`config.mk`:
```
export PLATFORM = sky130hd
export DESIGN_NAME = raster_line_run_length_encoder
export DESIGN_NICKNAME = d
export VERILOG_FILES = /design/src/sv/rlle_pkg.sv /design/src/sv/rlle_core.sv /design/src/sv/rlle_serializer.sv /design/src/sv/raster_line_run_length_encoder.sv
export SDC_FILE = /design/constraint.sdc
export NUM_CORES = 1
export LEC_CHECK = 0
export ABC_CLOCK_PERIOD_IN_PS = 6000
export BUFFER_PORTS_ARGS = -buffer_cell sky130_fd_sc_hd__buf_2
export CAP_MARGIN = 20
export CORE_MARGIN = 2
export CORE_UTILIZATION = 60
export CTS_CLUSTER_SIZE = 14
export DETAILED_ROUTE_END_ITERATION = 10
export PLACE_DENSITY = 0.79
export SYNTH_ARGS = -nofsm -noshare
export SYNTH_HDL_FRONTEND = slang
export SYNTH_SLANG_ARGS = --single-unit
```
`constraint.sdc`:
```
create_clock -name clk -period 6 [get_ports clk]
set_input_delay 0 -clock clk [delete_from_list [all_inputs] [get_ports clk]]
set_output_delay 0 -clock clk [all_outputs]
set_load 0.05 [all_outputs]
```
`src/sv/rlle_pkg.sv`:
```
// Shared constants and types for the raster line run-length encoder.
package rlle_pkg;

  localparam int PIX_W     = 8;
  localparam int COL_W     = 16;
  localparam int MAX_RUN   = 128;
  localparam int RUN_W     = $clog2(MAX_RUN + 1);
  localparam int MAX_BYTES = 4;
  localparam int IDX_W     = $clog2(MAX_BYTES);
  localparam int CNT_W     = $clog2(MAX_BYTES + 1);

  localparam logic [COL_W-1:0] LINE_WIDTH_RESET = COL_W'(2550);
  localparam logic [PIX_W-1:0] LINE_MARKER      = '0;

  // Up to four encoded bytes produced by one pixel, in emission order.
  typedef struct packed {
    logic [MAX_BYTES-1:0][PIX_W-1:0] data;
    logic [CNT_W-1:0]                count;
  } bundle_t;

endpackage

```
`src/sv/rlle_core.sv`:
```
// Input register, run state and the per-pixel encode logic.
module rlle_core (
  input  logic                      clk,
  input  logic                      rst_n,
  input  logic                      in_valid,
  input  logic [rlle_pkg::PIX_W-1:0] in_pixel,
  output logic                      in_stall,
  input  logic [rlle_pkg::COL_W-1:0] line_width,
  output rlle_pkg::bundle_t         bundle,
  output logic                      bundle_valid,
  input  logic                      bundle_ready
);
  import rlle_pkg::*;

  logic               pix_valid_r;
  logic [PIX_W-1:0]   pix_r;
  logic [PIX_W-1:0]   run_value_r, run_value_nxt;
  logic [RUN_W-1:0]   run_count_r, run_count_nxt;
  logic [COL_W-1:0]   column_r, column_nxt;

  logic               line_start;
  logic               flush_old;
  logic               flush_new;
  logic               eol;
  logic [RUN_W-1:0]   cnt_a;
  logic [PIX_W-1:0]   val_a;
  logic [COL_W:0]     col_inc;
  logic [COL_W:0]     width_full;
  logic [PIX_W-1:0]   old_code;
  logic [PIX_W-1:0]   new_code;
  logic               advance;
  logic               has_bytes;

  always_comb begin
    line_start = (column_r == '0);
    flush_old  = (run_count_r != '0) && (pix_r != run_value_r);
    if ((run_count_r == '0) || flush_old) begin
      cnt_a = RUN_W'(1);
      val_a = pix_r;
    end else begin
      cnt_a = run_count_r + RUN_W'(1);
      val_a = run_value_r;
    end
    // A programmed width of zero stands for a full 65536-pixel line.
    col_inc    = {1'b0, column_r} + (COL_W+1)'(1);
    width_full = (line_width == '0) ? {1'b1, {COL_W{1'b0}}} : {1'b0, line_width};
    eol        = (col_inc >= width_full);
    flush_new  = (cnt_a >= RUN_W'(MAX_RUN)) || eol;

    old_code = PIX_W'(run_count_r - RUN_W'(1));
    new_code = PIX_W'(cnt_a - RUN_W'(1));

    run_value_nxt = val_a;
    run_count_nxt = flush_new ? '0 : cnt_a;
    column_nxt    = eol ? '0 : col_inc[COL_W-1:0];

    // A line start always has the run closed, so the marker never meets a
    // flush of the previous run.
    bundle.data = '0;
    unique case ({line_start, flush_old, flush_new})
      3'b000: begin
        bundle.count = CNT_W'(0);
      end
      3'b001: begin
        bundle.data[0] = new_code;
        bundle.data[1] = val_a;
        bundle.count   = CNT_W'(2);
      end
      3'b010: begin
        bundle.data[0] = old_code;
        bundle.data[1] = run_value_r;
        bundle.count   = CNT_W'(2);
      end
      3'b011: begin
        bundle.data[0] = old_code;
        bundle.data[1] = run_value_r;
        bundle.data[2] = new_code;
        bundle.data[3] = val_a;
        bundle.count   = CNT_W'(4);
      end
      3'b100: begin
        bundle.data[0] = LINE_MARKER;
        bundle.count   = CNT_W'(1);
      end
      default: begin
        bundle.data[0] = LINE_MARKER;
        bundle.data[1] = new_code;
        bundle.data[2] = val_a;
        bundle.count   = CNT_W'(3);
      end
    endcase

    has_bytes    = (bundle.count != '0);
    advance      = pix_valid_r && (!has_bytes || bundle_ready);
    bundle_valid = pix_valid_r && has_bytes && bundle_ready;
    in_stall     = pix_valid_r && !advance;
  end

  always_ff @(posedge clk) begin
    if (!rst_n) begin
      pix_valid_r <= 1'b0;
      run_value_r <= '0;
      run_count_r <= '0;
      column_r    <= '0;
    end else begin
      if (in_valid && !in_stall) begin
        pix_valid_r <= 1'b1;
      end else if (advance) begin
        pix_valid_r <= 1'b0;
      end
      if (advance) begin
        run_value_r <= run_value_nxt;
        run_count_r <= run_count_nxt;
        column_r    <= column_nxt;
      end
    end
  end

  always_ff @(posedge clk) begin
    if (in_valid && !in_stall) begin
      pix_r <= in_pixel;
    end
  end

endmodule

```
`src/sv/rlle_serializer.sv`:
```
// Result register that sends a pixel's encoded bytes one transfer at a time.
module rlle_serializer (
  input  logic                       clk,
  input  logic                       rst_n,
  input  rlle_pkg::bundle_t          bundle,
  input  logic                       bundle_valid,
  output logic                       bundle_ready,
  output logic                       out_valid,
  input  logic                       out_stall,
  output logic [rlle_pkg::PIX_W-1:0] out_byte,
  output logic                       out_last
);
  import rlle_pkg::*;

  bundle_t          bundle_r;
  logic             valid_r;
  logic [IDX_W-1:0] idx_r;
  logic [CNT_W-1:0] last_pos;
  logic             xfer;

  always_comb begin
    last_pos     = bundle_r.count - CNT_W'(1);
    out_valid    = valid_r;
    out_byte     = bundle_r.data[idx_r];
    out_last     = (idx_r == last_pos[IDX_W-1:0]);
    xfer         = valid_r && !out_stall;
    bundle_ready = !valid_r || (xfer && out_last);
  end

  always_ff @(posedge clk) begin
    if (!rst_n) begin
      valid_r <= 1'b0;
      idx_r   <= '0;
    end else if (bundle_valid) begin
      valid_r <= 1'b1;
      idx_r   <= '0;
    end else if (xfer) begin
      if (out_last) begin
        valid_r <= 1'b0;
        idx_r   <= '0;
      end else begin
        idx_r <= idx_r + IDX_W'(1);
      end
    end
  end

  always_ff @(posedge clk) begin
    if (bundle_valid) begin
      bundle_r <= bundle;
    end
  end

endmodule

```
`src/sv/raster_line_run_length_encoder.sv`:
```
// Top level of the raster line run-length encoder.
// This block encodes 8-bit gray pixels, arriving in raster order, into a byte
// stream: each line opens with a line marker byte of 0, and every run of equal
// pixels (at most 128 long, never crossing a line end) becomes the pair of
// run length minus one followed by the pixel value. The line width is set
// through the cfg_ port (0 means 65536 pixels) and must only be written while
// the block is idle; cfg_ready is always high. A pixel is taken into an input
// register, its encoded bytes are formed combinationally and loaded into a
// result register, and from there they leave one byte per output transfer,
// with out_last marking the final byte a pixel caused. The single byte-wide
// output sets the rate: a pixel that only extends the open run yields no
// bytes, while a pixel that yields bytes holds the output until each of them
// has been transferred, and its bytes pass from the input register through
// the result register to the output. A new pixel is taken while the previous
// pixel's bytes are still being sent.
module raster_line_run_length_encoder (
  input  logic                       clk,
  input  logic                       rst_n,
  input  logic                       in_valid,
  input  logic [rlle_pkg::PIX_W-1:0] in_pixel,
  output logic                       in_stall,
  output logic                       out_valid,
  input  logic                       out_stall,
  output logic [rlle_pkg::PIX_W-1:0] out_byte,
  output logic                       out_last,
  input  logic                       cfg_valid,
  output logic                       cfg_ready,
  input  logic [rlle_pkg::COL_W-1:0] cfg_data
);
  import rlle_pkg::*;

  logic [COL_W-1:0] line_width_r;
  bundle_t          bundle;
  logic             bundle_valid;
  logic             bundle_ready;

  // The width register accepts a write on every cycle.
  assign cfg_ready = 1'b1;

  always_ff @(posedge clk) begin
    if (!rst_n) begin
      line_width_r <= LINE_WIDTH_RESET;
    end else if (cfg_valid && cfg_ready) begin
      line_width_r <= cfg_data;
    end
  end

  // Run tracking and byte formation for one pixel per cycle unless in_stall holds the input.
  rlle_core u_core (
    .clk          (clk),
    .rst_n        (rst_n),
    .in_valid     (in_valid),
    .in_pixel     (in_pixel),
    .in_stall     (in_stall),
    .line_width   (line_width_r),
    .bundle       (bundle),
    .bundle_valid (bundle_valid),
    .bundle_ready (bundle_ready)
  );

  // Holds one pixel's bytes and sends them out in order.
  rlle_serializer u_ser (
    .clk          (clk),
    .rst_n        (rst_n),
    .bundle       (bundle),
    .bundle_valid (bundle_valid),
    .bundle_ready (bundle_ready),
    .out_valid    (out_valid),
    .out_stall    (out_stall),
    .out_byte     (out_byte),
    .out_last     (out_last)
  );

endmodule

```
==> summary.txt, run 1 <==
Run status
  – Status: completed

Finish
  – Layout cells sized above 1: 13.3%
  – Fin nets: 641
  – P&R area growth vs syn: 12.5%
  – Non-Filler Instances: 702
  – Number of diodes: 0

Synthesis
  – Largest cells by area after synthesis: edfxtp_1 (24%), dfxtp_1 (20%), ha_1 (5.4%)
  – Commonest cells post-synth: nand2_1 (66), dfxtp_1 (52), edfxtp_1 (42)
  – Top cell type's share of synthesized area: 23.7%
  – Synthesized area per cell: 9.76 sq um
  – Ys Warns: 0
  – Synthesis-stage register bit count: 94
  – Sequential share of the synthesized area: 43.2%
  – Asr flop ratio synth: 0%
  – Post-Syn Area: 5330 sq um
  – Post-synth EDFFs: 42
  – Synth area leader: edfxtp_1
  – Post-synth cell types: 62
  – Post-Synthesis Cells: 546
  – Main flop type after synthesis: dfxtp_1
  – Syn nets: 598
  – Count leader, synth: nand2_1

Timing
  – Final period util: 68.1%
  – Fin. Hold Viols: 0
  – Fmax: 0.245 GHz
  – Worst Tran Pin Value: 0.837 ns
  – Pins Over Slew Limit: 0
  – Clk_skew: 0.0176 ns
  – RSZ-0062 raised after global routing: false
  – Final worst slack: 1.92 ns
  – Setup tns final: 0 ns
  – Worst relative slew slack: 43.6%
  – WHS: 0.106 ns
  – Min Tclk post-route: 4.08 ns
  – Final setup fails: 0

Die
  – Die height: 98.2 microns
  – # rows: 34
  – IO Pins: 41
  – Die ar.: 9650 sq um
  – Chip Width: 98.2 microns
  – Core Footprint: 8680 sq um
  – Initial core utilization: 61.4%

Global route
  – Met3 usage: 6.23%
  – Initial antenna violation count: 0
  – Number of global-route vias before repair: 4093
  – GRT busiest layer: met2
  – Met2 Resource Use GR: 42.7%
  – First-pass GRT wire length: 20100 microns
  – Congestion Overflow GR: 0
  – Largest net degree at the start of global routing: 56
  – GRT Util Overall: 26.0%
  – Met1 usage: 34.7%

Worst setup path
  – Depth of the most critical reg-to-reg path: 12
  – Crit path launch type: register
  – Worst setup EP type: register
  – Arrival time worst endpoint: 4.21 ns
  – Crit path kind: reg -> reg
  – Max Fanout on Critical Path: 10
  – Required time worst endpoint: 6.13 ns

CTS
  – Clock buffer depth: 2
  – H-tree depth: 3
  – CTS tree: done
  – Worst skew pair latency: 0.37 ns
  – Root Buffer: clkbuf_8
  – Reg clk slew, reported paths: 0.09 ns
  – Postcts setup bufs: 0
  – CTS sink cnt: 94
  – TritonCTS buffer count: 9

Place
  – Post-Place Cells: 660
  – HPWL after detailed placement: 8480 microns
  – Number of port buffers: 39
  – Routability Congestion: 0.913
  – Dpl ws: 2.03 ns

Drt
  – Drt total wl: 12300 microns
  – Starting DRT DRC Count: 197
  – Vias: 4250
  – Final ANT Viol Nets: 0
  – # DRC: 0
  – Drt pass-1 iters: 5
  – Routed length per instance: 17.5 microns
  – Vias per inst: 6.05

Min path
  – Min-delay worst type: in -> reg
  – Hold Path Stages: 4

Pwr
  – Leak pwr: 2.38 nW
  – Peak supply drop: 141 uV
  – Pwr Total: 1.40 mW
  – Pwr dens: 234 nW/um^2

Job
  – Max-cap violation count: 0
-- path summary, 6_finish.rpt --
kind | startpoint | endpoint | slack [ns]
setup / recovery | u_core.column_r[0] | u_ser.bundle_r[21] | 1.92
hold reg to reg | u_core.run_value_r[7] | u_core.run_value_r[7] | 0.49
hold / removal | out_stall | u_ser.idx_r[1] | 0.11
setup reg to reg | u_core.column_r[0] | u_ser.bundle_r[21] | 1.92
-- per-layer routing --
| metal | wire, microns | share of wire, % |
|---|---|---|
| met3 | 729 | 6.0 |
| met1 | 5290 | 43 |
| met4 | 185 | 1.5 |
| met2 | 6040 | 49 |
| met5 | 0 | 0 |
-- report_power, final --
| part | leakage [nW] | internal, mW | switching, mW |
|---|---|---|---|
| registers | 0.834 | 0.704 | 0.0257 |
| clock network | 0.108 | 0.237 | 0.229 |
| logic | 1.43 | 0.0815 | 0.126 |
-- kinds of logic after synthesis --
group	Yosys count	share of synthesized area (%)
other	1	0.0704
XOR/XNOR	39	6.41
multiplexers	23	6.22
flip-flops	94	43.2
adder cells (fa/ha/maj)	23	5.40
buffers and inverters	64	5.24
AO/OA/AOI/OAI	98	13.7
AND/OR/NAND/NOR	204	19.7
-- per-stage QoR --
step / cell area (sq um) / utilization, %
after floorplan: 5330 / -
after global placement: 5520 / 63.6
after detailed placement: 5520 / 63.6
after CTS: 5980 / 68.9
after global routing: 5990 / 69.1
final: 5990 / 69.1
-- state kept, by name, summed over array words and instances (netlist names) --
register            count
u_ser.idx_r             2
u_ser.out_valid         1
u_core.run_count_r      8
u_ser.bundle_r         34
u_core.column_r        16
line_width_r           16
u_core.run_value_r      8
u_core.pix_valid_r      1
u_core.pix_r            8
-- cell type report --
cell class / count / area (sq um)
Multi-Input combinational cell: 388 / 2760
Fill cell: 664 / 2680
Sequential cell: 94 / 2300
Timing Repair Buffer: 68 / 483
Tap cell: 108 / 135
Clock buffer: 11 / 131
Inverter: 28 / 105
Clock inverter: 5 / 82.6
-- cells in the final DEF, fill, tap and decap left out, types with 9 or more instances in the layout --
master / count
nor2_1: 26
dfxtp_1: 52
ha_1: 23
a21oi_1: 9
nand4_1: 9
dlygate4sd3_1: 25
mux2i_1: 14
and2_1: 12
a21boi_1: 9
xnor2_1: 19
a211oi_1: 11
clkbuf_8: 9
nand3_1: 29
a21boi_0: 18
nor2b_1: 13
edfxtp_1: 42
buf_2: 39
nor4_1: 9
xor2_1: 20
nand2_1: 66
o211ai_1: 10
nor3_1: 11
inv_1: 28
-- timing repair --
action | in CTS | in global routing
hold buffers | 25 | 0
endpoints found under the hold margin | 25 | 0
resized for setup | 0 | 0
-- worst max-delay path: stages, from the launching register on --
cell	delay (ns)
dfxtp_1	0.44
ha_1	0.31
nand4_1	0.34
nor2_1	0.25
xor2_1	0.23
ha_1	0.28
a211oi_1	0.24
o21a_1	0.16
o31ai_1	0.09
a21o_1	0.31
nor3_2	0.59
nor2_1	0.32
a21o_1	0.27
Power figures use the tool's default switching activity.
==> run 2, diff against run 1 <==
--- a/config.mk
+++ b/config.mk
@@ -5,7 +5,7 @@
 export SDC_FILE = /design/constraint.sdc
 export NUM_CORES = 1
 export LEC_CHECK = 0
-export ABC_CLOCK_PERIOD_IN_PS = 6000
+export ABC_CLOCK_PERIOD_IN_PS = 3760
 export BUFFER_PORTS_ARGS = -buffer_cell sky130_fd_sc_hd__buf_2
 export CAP_MARGIN = 20
 export CORE_MARGIN = 2
==> constraint.sdc (replaced) <==
create_clock -name clk -period 3.76 [get_ports clk]
set_input_delay 0 -clock clk [delete_from_list [all_inputs] [get_ports clk]]
set_output_delay 0 -clock clk [all_outputs]
set_load 0.05 [all_outputs]
==> summary.txt, run 2 (synthesized netlist as in run 1, its figures left out) <==
Run status
  – Status: completed

Finish
  – Layout cells sized above 1: 17.5%
  – Commonest cells after routing, fill and taps aside: nand2_1 (66), dfxtp_1 (52), edfxtp_1 (42)
  – Commonest non-fill, non-tap cell in the layout: nand2_1
  – Fin nets: 663
  – Number of diodes: 0
  – Layout Utilization: 71.5%
  – Biggest regs: u_ser.bundle_r x34, line_width_r x16, u_core.column_r x16
  – Max reg flops: 34
  – P&R area growth vs syn: 16.4%
  – Non-Filler Instances: 724
  – Top reg by flops: u_ser.bundle_r

Worst setup path
  – Crit path kind: reg -> reg
  – Arrival time worst endpoint: 3.71 ns
  – Worst R2R End: u_core.pix_r[0]
  – CP endpoint: u_core.pix_r[0]
  – Worst reg2reg startpoint: u_core.column_r[4]
  – Worst setup EP type: register
  – Required time worst endpoint: 3.81 ns
  – Crit path launch type: register
  – Max Fanout on Critical Path: 8
  – R2R setup slack: 0.10 ns
  – Worst Setup SP: u_core.column_r[4]
  – Depth of the most critical reg-to-reg path: 14

Drt
  – # DRC: 0
  – Starting DRT DRC Count: 243
  – Vias per inst: 5.90
  – Drt pass-1 iters: 4
  – Highest metal used: met4
  – Vias: 4268
  – WL met2: 5990 microns
  – Final ANT Viol Nets: 0
  – Routed length per instance: 16.8 microns
  – Drt total wl: 12200 microns
  – Met3 WL post-DR: 568 microns
  – Metal1 wirelength: 5300 microns

Place
  – Number of port buffers: 39
  – Routability Congestion: 0.881
  – Post-Place Cells: 681
  – HPWL after detailed placement: 8700 microns

Global route
  – Congestion Overflow GR: 0
  – Initial antenna violation count: 0
  – Largest net degree at the start of global routing: 56
  – Number of global-route vias before repair: 4227
  – First-pass GRT wire length: 20200 microns
  – GRT Util Overall: 26.3%

Pwr
  – Leak pwr: 2.50 nW
  – Pwr dens: 371 nW/um^2
  – Peak supply drop: 270 uV

CTS
  – TritonCTS buffer count: 9
  – Worst skew pair latency: 0.38 ns
  – CTS tree: done
  – H-tree depth: 3
  – Reg clk slew, reported paths: 0.09 ns
  – Root Buffer: clkbuf_8
  – CTS sink cnt: 94
  – Clock buffer depth: 2

Timing
  – Fin. Hold Viols: 0
  – Min Tclk post-route: 3.66 ns
  – Worst Tran Pin Value: 0.833 ns
  – Pins Over Slew Limit: 0
  – Final setup fails: 0
  – Worst relative slew slack: 44.4%
  – Clk_skew: 0.00766 ns
  – Fmax: 0.273 GHz
  – Final period util: 97.3%
  – WHS: 0.0784 ns
  – RSZ-0062 raised after global routing: true

Min path
  – Hold Path Stages: 4
  – Min-delay worst type: in -> reg

Die
  – # rows: 34
  – Die ar.: 9650 sq um
  – Chip Width: 98.2 microns
  – IO Pins: 41
  – Die height: 98.2 microns
  – Initial core utilization: 61.4%
  – Core Footprint: 8680 sq um

Job
  – Max-cap violation count: 0
run 2: worst min path at each step:
stage / slack, ns / endpoint / start
after floorplan: 0.1 / u_core.pix_r[0] / in_pixel[0]
after global placement: 0.18 / u_core.pix_r[7] / in_pixel[7]
after detailed placement: 0.18 / u_core.pix_r[7] / in_pixel[7]
after CTS: 0.08 / u_ser.idx_r[0] / out_stall
after global routing: 0.13 / line_width_r[6] / cfg_valid
final: 0.08 / u_ser.idx_r[1] / out_stall
run 2: area by class of cell:
type	instances	area, sq um
fillers	646	2480
multi-input cells	388	2780
well taps	108	135
inverters	28	105
clock inverters	7	104
repair buffers	90	656
clock buffers	9	124
flip-flops and latches	94	2300
run 2: report_power, final:
part | switching [mW] | total (mW) | internal (mW)
Sequential | 0.0334 | 1.16 | 1.12
Combinational | 0.217 | 0.368 | 0.151
Clock | 0.390 | 0.774 | 0.384
run 2: critical path, cell delays in order, from the launching register on:
cell and delay [ns]:
dfxtp_1 0.42, and4_1 0.25, and4_1 0.23, nand2_1 0.10, nor3_1 0.19, xnor2_1 0.18
ha_1 0.30, a21o_1 0.18, a21oi_1 0.22, o31ai_2 0.13, a21o_1 0.23, buf_4 0.18
o31ai_4 0.28, nor2_2 0.10, nor2b_2 0.34
run 2: through the flow:
stage	area [sq um]	total power, mW	worst slack [ns]	setup TNS, ns
global placement	5700	1.51	0.285	0
floorplan	5340	1.41	0.0251	0
finish	6200	2.30	0.101	0
detailed placement	5700	1.52	0.213	0
global route	6200	2.38	-0.148	-1.65
CTS	6170	2.30	0.0917	0
run 2: routing by layer:
layer / track usage (%) / vias up
met1: 33.8 / 2034
met5: 0 / -
li1: - / 2086
met3: 5.15 / 27
met4: 10.7 / 0
met2: 43.6 / 121
run 2: what timing repair did:
item | in CTS | in global routing
endpoints found under the setup margin | 0 | 67
hold buffers | 25 | 0
buffers inserted | 0 | 2
gates resized for setup | 0 | 4
hold endpoints to repair | 25 | 0
==> run 3, diff against run 2 <==
--- a/config.mk
+++ b/config.mk
@@ -9,10 +9,10 @@
 export BUFFER_PORTS_ARGS = -buffer_cell sky130_fd_sc_hd__buf_2
 export CAP_MARGIN = 20
 export CORE_MARGIN = 2
-export CORE_UTILIZATION = 60
+export CORE_UTILIZATION = 30
 export CTS_CLUSTER_SIZE = 14
 export DETAILED_ROUTE_END_ITERATION = 10
-export PLACE_DENSITY = 0.79
+export PLACE_DENSITY = 0.45
 export SYNTH_ARGS = -nofsm -noshare
 export SYNTH_HDL_FRONTEND = slang
 export SYNTH_SLANG_ARGS = --single-unit
==> summary.txt, run 3 (synthesized netlist as in run 1, its figures left out) <==
Run status
  – Status: completed

CTS
  – Worst skew pair latency: 0.36 ns
  – Clock buffer depth: 2
  – Root Buffer: clkbuf_16
  – CTS sink cnt: 94
  – TritonCTS buffer count: 9
  – CTS tree: done
  – Reg clk slew, reported paths: 0.07 ns
  – H-tree depth: 3

Worst setup path
  – Worst setup EP type: primary output
  – Worst Setup SP: u_core.column_r[1]
  – Crit path kind: reg -> out
  – Worst R2R End: u_ser.bundle_r[34]
  – Required time worst endpoint: 3.76 ns
  – CP endpoint: in_stall
  – Arrival time worst endpoint: 3.55 ns
  – Depth of the most critical reg-to-reg path: 15
  – Max Fanout on Critical Path: 5
  – Crit path launch type: register
  – R2R setup slack: 0.21 ns
  – Worst reg2reg startpoint: u_core.column_r[1]

Pwr
  – Leak pwr: 2.60 nW
  – Pwr dens: 378 nW/um^2
  – Part of the power in combinational logic: 15.2%
  – Part of the power in the clock network: 38.0%
  – Switching Fraction: 27.1%
  – Peak supply drop: 248 uV
  – Reg power frac: 46.9%
  – Internal power: 1.80 mW
  – Pwr Total: 2.47 mW
  – Sw power: 0.669 mW

Timing
  – Min Tclk post-route: 3.55 ns
  – Fin. Hold Viols: 0
  – Fmax: 0.282 GHz
  – Pins Over Slew Limit: 0
  – Final setup fails: 0
  – Worst relative slew slack: 40.3%
  – Final period util: 94.3%
  – Clk_skew: 0.00948 ns
  – WHS: 0.100 ns
  – Setup tns final: 0 ns
  – Worst Tran Pin Value: 0.896 ns
  – RSZ-0062 raised after global routing: true

Place
  – HPWL after detailed placement: 9840 microns
  – Routability Congestion: 0.842
  – Number of port buffers: 39

Finish
  – Number of diodes: 0
  – Biggest regs: u_ser.bundle_r x34, line_width_r x16, u_core.column_r x16
  – Max reg flops: 34
  – Commonest non-fill, non-tap cell in the layout: nand2_1
  – P&R area growth vs syn: 22.7%
  – # fillers: 1755
  – Top reg by flops: u_ser.bundle_r
  – Layout cells sized above 1: 19.0%
  – Fin nets: 673
  – Commonest cells after routing, fill and taps aside: nand2_1 (66), dfxtp_1 (52), edfxtp_1 (42)

Global route
  – First-pass GRT wire length: 21600 microns
  – Number of global-route vias before repair: 4180
  – Initial antenna violation count: 0
  – Congestion Overflow GR: 0
  – Largest net degree at the start of global routing: 56
  – GRT Util Overall: 15.1%

Drt
  – Vias per inst: 4.90
  – Routed length per instance: 15.7 microns
  – Starting DRT DRC Count: 247
  – # DRC: 0
  – Drt pass-1 iters: 4
  – Final ANT Viol Nets: 0
  – Drt total wl: 13400 microns
  – Vias: 4172

Die
  – Chip Width: 137 microns
  – # rows: 48
  – Initial core utilization: 30.7%
  – IO Pins: 41
  – Core Footprint: 17400 sq um
  – Die height: 137 microns
  – Die ar.: 18800 sq um

Job
  – Max-cap violation count: 0

Min path
  – Min-delay worst type: in -> reg
-- run 3: cell count changes in the layout (fill, tap and decap cells not counted), sizes merged --
cell and change:
bufinv -1, clkinv +2, clkbuf +1, clkinvlp -1
inv -1, buf +10
-- run 3: area by class of cell --
type / instances / area [sq um] / area share (%)
Multi-Input combinational cell: 388 / 2790 / 42.7
Sequential cell: 94 / 2300 / 35.2
Timing Repair Buffer: 100 / 756 / 11.6
Tap cell: 225 / 282 / 4.31
Clock buffer: 10 / 229 / 3.50
Inverter: 28 / 105 / 1.61
Clock inverter: 6 / 68.8 / 1.05
-- run 3: worst max-delay path: stages, from the launching register on --
cell and delay, ns:
dfxtp_1 0.44, ha_1 0.22, nand4_1 0.19, nor2_1 0.20, nand2_1 0.09, xnor2_1 0.17
ha_1 0.32, o21ai_0 0.10, o21a_1 0.19, o31ai_2 0.31, a21o_1 0.24, buf_4 0.19
o31ai_4 0.10, nor2_4 0.17, clkbuf_4 0.26
-- run 3: timing repair --
| item | in CTS | in global routing |
|---|---|---|
| hold buffers | 25 | 0 |
| setup endpoints to repair | 1 | 73 |
| gates resized for setup | 1 | 7 |
| setup buffers | 0 | 3 |
| cloned | 0 | 0 |
| hold endpoints to repair | 25 | 0 |
| pin swaps | 0 | 2 |
-- run 3: power groups by stage --
stage	Combinational, mW	Sequential (mW)	Clock [mW]
3_3_place_gp	0.347	1.18	0
4_1_cts	0.373	1.16	0.962
2_1_floorplan	0.243	1.17	0
6_report	0.374	1.16	0.937
3_5_place_dp	0.350	1.18	0
5_1_grt	0.411	1.16	1.00
-- run 3: metrics by stage --
stage          setup slack, ns  util (%)  cells  area [sq um]
6_report                 0.215      37.7    851          6540
5_1_grt                -0.0570      37.7    851          6540
4_1_cts                 0.0111      37.3    848          6470
3_5_place_dp            0.0265      34.1    807          5920
3_3_place_gp             0.106      34.1    807          5920
2_1_floorplan           0.0251         -    546          5340
-- run 3: how the worst min path moves through the flow --
stage	startpoint	end	slack, ns	cells after the start
2_1_floorplan	in_pixel[0]	u_core.pix_r[0]	0.1	0
3_3_place_gp	in_pixel[0]	u_core.pix_r[0]	0.18	1
3_5_place_dp	in_pixel[3]	u_core.pix_r[3]	0.18	1
4_1_cts	out_stall	u_ser.idx_r[0]	0.09	5
5_1_grt	out_stall	u_ser.idx_r[0]	0.12	4
6_report	out_stall	u_ser.idx_r[0]	0.10	5
-- run 3: per-layer routing --
layer | vias up | share of wire [%] | wire length [microns] | global-route usage, %
li1 | 2102 | - | - | -
met1 | 1986 | 49 | 6600 | 20.8
met2 | 67 | 45 | 6030 | 22.9
met3 | 17 | 3.5 | 473 | 3.53
met4 | 0 | 1.9 | 248 | 5.61
met5 | - | 0 | 0 | 0
